===== config.mk =====
export PLATFORM = sky130hd
export DESIGN_NAME = apc_window
export DESIGN_NICKNAME = d
export VERILOG_FILES = /design/src/adaptive_penalty_controller_unit_defines.svh /design/src/apc_pkg.sv /design/src/apc_ram.sv /design/src/apc_window.sv
export SDC_FILE = /design/constraint.sdc
export NUM_CORES = 1
export LEC_CHECK = 0
export BUFFER_PORTS_ARGS = -buffer_cell sky130_fd_sc_hd__buf_4
export CAP_MARGIN = 20
export CORE_MARGIN = 3
export CORE_UTILIZATION = 50
export DETAILED_ROUTE_END_ITERATION = 6
export GPL_TIMING_DRIVEN = 0
export HOLD_SLACK_MARGIN = 0.02
export PLACE_DENSITY = 0.78
export SLEW_MARGIN = 0
export SYNTH_ARGS = -nofsm -noshare
export SYNTH_HDL_FRONTEND = slang
export SYNTH_HIERARCHICAL = 1
export SYNTH_SLANG_ARGS = --single-unit

===== constraint.sdc =====
create_clock -name clk -period 4.4 [get_ports clk]
set_clock_uncertainty 0.1 [all_clocks]
set_input_delay 0.88 -clock clk [delete_from_list [all_inputs] [get_ports clk]]
set_output_delay 0.88 -clock clk [all_outputs]
set_load 0.02 [all_outputs]

===== src/adaptive_penalty_controller_unit_defines.svh =====
`ifndef ADAPTIVE_PENALTY_CONTROLLER_UNIT_DEFINES_SVH
`define ADAPTIVE_PENALTY_CONTROLLER_UNIT_DEFINES_SVH

// same-cycle implication
`define APC_ASSERT_NOW(name, pre, post, msg) \
  name: assert property (@(posedge clk) disable iff (!rst_n) (pre) |-> (post)) \
    else $error(msg);

// next-cycle implication
`define APC_ASSERT_NEXT(name, pre, post, msg) \
  name: assert property (@(posedge clk) disable iff (!rst_n) (pre) |=> (post)) \
    else $error(msg);

`endif


===== src/apc_pkg.sv =====
`timescale 1ns / 1ps

package apc_pkg;

  localparam int NUM_LANES = 3;
  localparam int TGT_W     = 17;
  localparam int PEN_W     = 26;
  localparam int DATA_W    = 32;
  localparam int COST_W    = 48;
  localparam int FRAC_SH   = 16;
  localparam int PROD_W    = PEN_W + DATA_W;
  localparam int SUM_W     = PROD_W + 1;
  localparam int TOT_W     = SUM_W + 1;
  localparam int WIDE_W    = 64;

  localparam logic [TGT_W-1:0]  TGT_RESET = 17'd13107;
  localparam logic [PEN_W-1:0]  PEN_RESET = 26'd65536;
  localparam logic [PEN_W-1:0]  PEN_MAX   = 26'd65536000;
  localparam logic [PEN_W-1:0]  PEN_MIN   = 26'd6554;
  localparam logic [TGT_W-1:0]  BAND      = 17'd3277;
  localparam logic [15:0]       RND_BIAS  = 16'h8000;
  localparam logic [COST_W-1:0] COST_MAX  = 48'hFFFF_FFFF_FFFF;

  // p*6/5 rounded = p + (p+2)/5 ; /5 by reciprocal, exact below 2^27
  localparam logic [1:0]  UP_BIAS  = 2'd2;
  localparam logic [26:0] UP_RECIP = 27'd107374183;
  localparam int          UP_SH    = 29;
  // p*17/20 rounded = ((17p+10)>>2)/5 ; reciprocal exact below 2^30
  localparam logic [3:0]  DN_BIAS  = 4'd10;
  localparam logic [28:0] DN_RECIP = 29'd429496730;
  localparam int          DN_SH    = 31;

  typedef enum logic [1:0] {
    FUNC_RECORD = 2'd0,
    FUNC_ADJUST = 2'd1,
    FUNC_EVAL   = 2'd2
  } apc_func_t;

  typedef enum logic [1:0] {
    REG_TARGET    = 2'd0,
    REG_INIT_LOAD = 2'd1,
    REG_INIT_DUR  = 2'd2,
    REG_INIT_PACK = 2'd3
  } apc_reg_t;

  typedef struct packed {
    logic              en;
    apc_reg_t          idx;
    logic [DATA_W-1:0] data;
  } apc_cfg_wr_t;

endpackage


===== src/apc_ram.sv =====
`timescale 1ns / 1ps

module apc_ram #(
  parameter int WIDTH = 3,
  parameter int DEPTH = 100,
  localparam int ADDR_W = (DEPTH > 1) ? $clog2(DEPTH) : 1
) (
  input  logic              clk,
  input  logic              wr_en,
  input  logic [ADDR_W-1:0] wr_addr,
  input  logic [WIDTH-1:0]  wr_data,
  input  logic              rd_en,
  input  logic [ADDR_W-1:0] rd_addr,
  output logic [WIDTH-1:0]  rd_data
);

  logic [WIDTH-1:0] mem [DEPTH];
  logic [WIDTH-1:0] rd_data_r;

  // read-first on a same-address collision
  always_ff @(posedge clk) begin
    if (wr_en) begin
      mem[wr_addr] <= wr_data;
    end
    if (rd_en) begin
      rd_data_r <= mem[rd_addr];
    end
  end

  assign rd_data = rd_data_r;

endmodule


===== src/apc_window.sv =====
`timescale 1ns / 1ps

module apc_window import apc_pkg::*; #(
  parameter int WINDOW_LENGTH = 100,
  localparam int CNT_W = $clog2(WINDOW_LENGTH + 1),
  localparam int PTR_W = $clog2(WINDOW_LENGTH)
) (
  input  logic                 clk,
  input  logic                 rst_n,
  input  logic                 push,
  input  logic [NUM_LANES-1:0] ok_bits,
  input  logic                 commit,
  output logic [CNT_W-1:0]     count [NUM_LANES]
);

  localparam logic [PTR_W-1:0] LAST = PTR_W'(WINDOW_LENGTH - 1);

  logic [PTR_W-1:0]     ptr_r;
  logic [PTR_W-1:0]     ptr_nxt;
  logic                 wrap_r;
  logic                 fresh_r;
  logic [NUM_LANES-1:0] bits_r;
  logic [NUM_LANES-1:0] old_bits;
  logic [NUM_LANES-1:0] rd_data;
  logic [CNT_W-1:0]     cnt_r   [NUM_LANES];
  logic [CNT_W-1:0]     cnt_nxt [NUM_LANES];

  apc_ram #(
    .WIDTH (NUM_LANES),
    .DEPTH (WINDOW_LENGTH)
  ) u_ram (
    .clk     (clk),
    .wr_en   (push),
    .wr_addr (ptr_r),
    .wr_data (ok_bits),
    .rd_en   (push),
    .rd_addr (ptr_r),
    .rd_data (rd_data)
  );

  assign ptr_nxt = (ptr_r == LAST) ? '0 : ptr_r + 1'b1;

  // entries not yet written since reset hold ones
  assign old_bits = fresh_r ? '1 : rd_data;

  always_comb begin
    for (int i = 0; i < NUM_LANES; i++) begin
      cnt_nxt[i] = cnt_r[i];
      if (bits_r[i] && !old_bits[i]) begin
        cnt_nxt[i] = cnt_r[i] + 1'b1;
      end else if (!bits_r[i] && old_bits[i]) begin
        cnt_nxt[i] = cnt_r[i] - 1'b1;
      end
    end
  end

  always_ff @(posedge clk) begin
    if (!rst_n) begin
      ptr_r  <= '0;
      wrap_r <= 1'b0;
      for (int i = 0; i < NUM_LANES; i++) begin
        cnt_r[i] <= CNT_W'(WINDOW_LENGTH);
      end
    end else begin
      if (push) begin
        ptr_r <= ptr_nxt;
        if (ptr_r == LAST) begin
          wrap_r <= 1'b1;
        end
      end
      if (commit) begin
        cnt_r <= cnt_nxt;
      end
    end
  end

  always_ff @(posedge clk) begin
    if (push) begin
      bits_r  <= ok_bits;
      fresh_r <= !wrap_r;
    end
  end

  assign count = cnt_r;

endmodule


==> flow_metrics.py <==
metrics = {
    "power": {
        "leakage_uw": 0.005155,
        "vdd_drop_max_uv": 332.6,
        "switching_power_uw": 1502,
        "p_clk_share_pct": 42.3,
        "total_power_uw": 7000,
        "p_int_uw": 5498,
        "combPwrFrac_pct": 7.2,
        "seqPwrFrac_pct": 50.5,
        "powerDensity_nw_per_um2": 429.1,
        "switching_share_pct": 21.46,
    },
    "synthesis": {
        "synth_ff_type": "edfxtp_1",
        "synth_edf_count": 307,
        "synth_area_leaders": "edfxtp_1, mux4_2, dfxtp_1",
        "async_flop_share_pct": 0,
        "synth_cells": 872,
        "yosysTopAreaCellShare_pct": 63.71,
        "synth_area_leader_cell": "edfxtp_1",
        "yosys_warnings": 6,
        "syn_nets": 904,
        "synth_area_sq_um": 14470,
        "yosysMostFrequentCell": "edfxtp_1",
        "yosys-top-cells-count": "edfxtp_1, nor2_1, mux4_2, nand2_1, nand3_1",
        "syn_area_per_cell_sq_um": 16.59,
        "ys_ff_latch": 336,
        "seq_area_frac_synth_pct": 67.72,
        "ys_types": 54,
    },
    "setup_path": {
        "crit_path_start": "ptr_r[2]",
        "cp-end-kind": "flop",
        "worstReg2RegStart": "ptr_r[2]",
        "crit_end": "u_ram/rd_data[2]",
        "critPathLaunchType": "flop",
        "worst-path-max-fanout": 10,
        "r2r_cells": 7,
        "crit_type": "reg2reg",
        "worst_ep_required_time_ps": 4510,
        "r2r_slack_ps": 1570,
        "r2r-end": "u_ram/rd_data[2]",
        "arrival_ps": 2940,
    },
    "clocking": {
        "cts_setup_buffers": 0,
        "h-tree-depth": 2,
        "cts_tree": "built",
        "cts_buffers": 35,
        "insertion_delay_ps": 510,
        "clkTransAtPathRegs_ps": 60,
        "cts_resized": 0,
        "clockBufferDepth": 3,
        "cts_root_buf": "clkbuf_16",
        "cts.sinks": 336,
        "cts_hold_buf": 0,
    },
    "placed_design": {
        "dp.cells": 1277,
        "place_congestion": 0.8903,
        "io_buffers": 27,
        "dpl_cell_area_sq_um": 15150,
        "hpwlAfterDp_mm": 19.59,
    },
    "timing": {
        "setup_viol": 0,
        "hold_ws_ps": 355.3,
        "tns_ps": 0,
        "rsz0062_at_grt": "false",
        "tightest_slew_ps": 1011,
        "relSlewSlack_pct": 32.62,
        "drv_slew": 0,
        "min_period_over_period_pct": 64.26,
        "hold_viol": 0,
        "max_clock_freq_ghz": 0.3537,
        "period_minus_slack_ps": 2828,
    },
    "floorplan": {
        "die-area_sq_um": 31020,
        "initial_core_util_pct": 51.38,
        "rows": 61,
        "ios": 28,
        "die_w_microns": 176.1,
        "die_h_microns": 176.1,
        "core-area_sq_um": 28160,
    },
    "drt": {
        "postRouteAntennaNets": 0,
        "dr.pass1.iters": 6,
        "drcViolationCount": 0,
        "num_vias": 8167,
        "drt_iter0_markers": 756,
        "wl_per_cell_microns": 23.28,
        "vias_per_cell": 6.095,
        "routed_wl_mm": 31.20,
    },
    "worst_hold_path": {
        "min_path_type": "reg2reg",
    },
    "final_layout": {
        "area_growth_pct": 12.74,
        "final_cells": 1340,
        "nets": 968,
        "n_antenna_cell": 0,
        "layout-drive-gt1-share_pct": 18.61,
        "final_area_sq_um": 16310,
    },
    "global_route": {
        "antenna_found_initial": 0,
        "grt_first_pass_wirelength_mm": 47.59,
        "grt_max_degree": 102,
        "grt_use_total_pct": 20.13,
        "grt_pass1_vias": 8283,
        "overflow": 0,
    },
    "job": {
        "drv_cap": 0,
    },
    "status": {
        "outcome": "completed",
    },
}
cells by family after synthesis:
family	Yosys count	share of synthesized area [%]
AOI/OAI and AO/OA	94	4.859
xor gates and xnor gates	14	0.8474
adders and majority gates	25	2.317
buffers and inverters	48	2.378
DFF	336	67.72
muxes	92	13.37
and+or+nand+nor	263	8.508
cells in the final DEF (no fill, tap or decap), drive strengths merged, types with 5 or more instances in the layout:
cell / count
a21o: 6
clkinv: 12
mux2i: 14
o31ai: 6
nand2b: 13
nand4b: 6
nor2b: 12
nor2: 120
mux4: 75
a21oi: 18
a22oi: 9
nand4: 15
clkbuf: 52
edfxtp: 307
o21ai: 11
xor2: 7
xnor2: 7
a211oi: 10
nand2: 45
dfxtp: 29
o311a: 5
buf: 59
nand3: 31
inv: 8
a211o: 6
ha: 22
power groups by stage:
stage / combinational [uW] / clock, uW / sequential, uW
after global placement: 489 / 0 / 3600
after floorplan: 320 / 0 / 3610
after global routing: 543 / 3150 / 3530
after detailed placement: 501 / 0 / 3600
final: 507 / 2960 / 3530
after CTS: 507 / 3020 / 3530
worst min path at each step:
stage,depth (start not counted),to,slack (ps),from
6_report,2,wrap_r,360,wrap_r
4_1_cts,2,wrap_r,350,wrap_r
3_5_place_dp,1,fresh_r,350,wrap_r
3_3_place_gp,2,wrap_r,340,wrap_r
5_1_grt,2,wrap_r,390,wrap_r
2_1_floorplan,2,wrap_r,330,wrap_r
routing by layer:
layer  vias to the layer above  global-route usage (%)  wire length (microns)
li1                       3600                       -                      -
met1                      4087                   26.28                  12140
met2                       393                   33.13                  15300
met3                        87                   5.419                   2756
met4                         0                   6.631                    994
met5                         -                       0                      0
flip-flops by register name, summed over array words and instances (netlist names):
signal,cells
bits_r,3
count,21
wrap_r,1
ptr_r,7
u_ram/rd_data,3
fresh_r,1
u_ram/mem,300
metrics by stage:
step           utilization [%]  worst slack (ps)
2_1_floorplan                -              1981
3_3_place_gp             53.78              1224
3_5_place_dp             53.78              1213
4_1_cts                  57.92              1645
5_1_grt                  57.92              1423
6_report                 57.92              1572
cell type report:
type | instances | area, sq um
inverter | 6 | 22.52
sequential | 336 | 9799
clock buffer | 42 | 943.4
fill | 2089 | 11850
tap | 378 | 473.0
buffer | 42 | 321.6
timing repair buffer | 27 | 202.7
multi-input combinational | 488 | 4327
clock inverter | 21 | 224.0
worst max-delay path, cell delays in order (launching register included):
cell and delay, ps:
dfxtp_1 560, buf_4 300, buf_2 360, mux4_2 370, mux2i_1 350, nor2_1 110, a211oi_2 270, a311oi_1 100
Note: power is estimated with default switching activity, not from simulation.
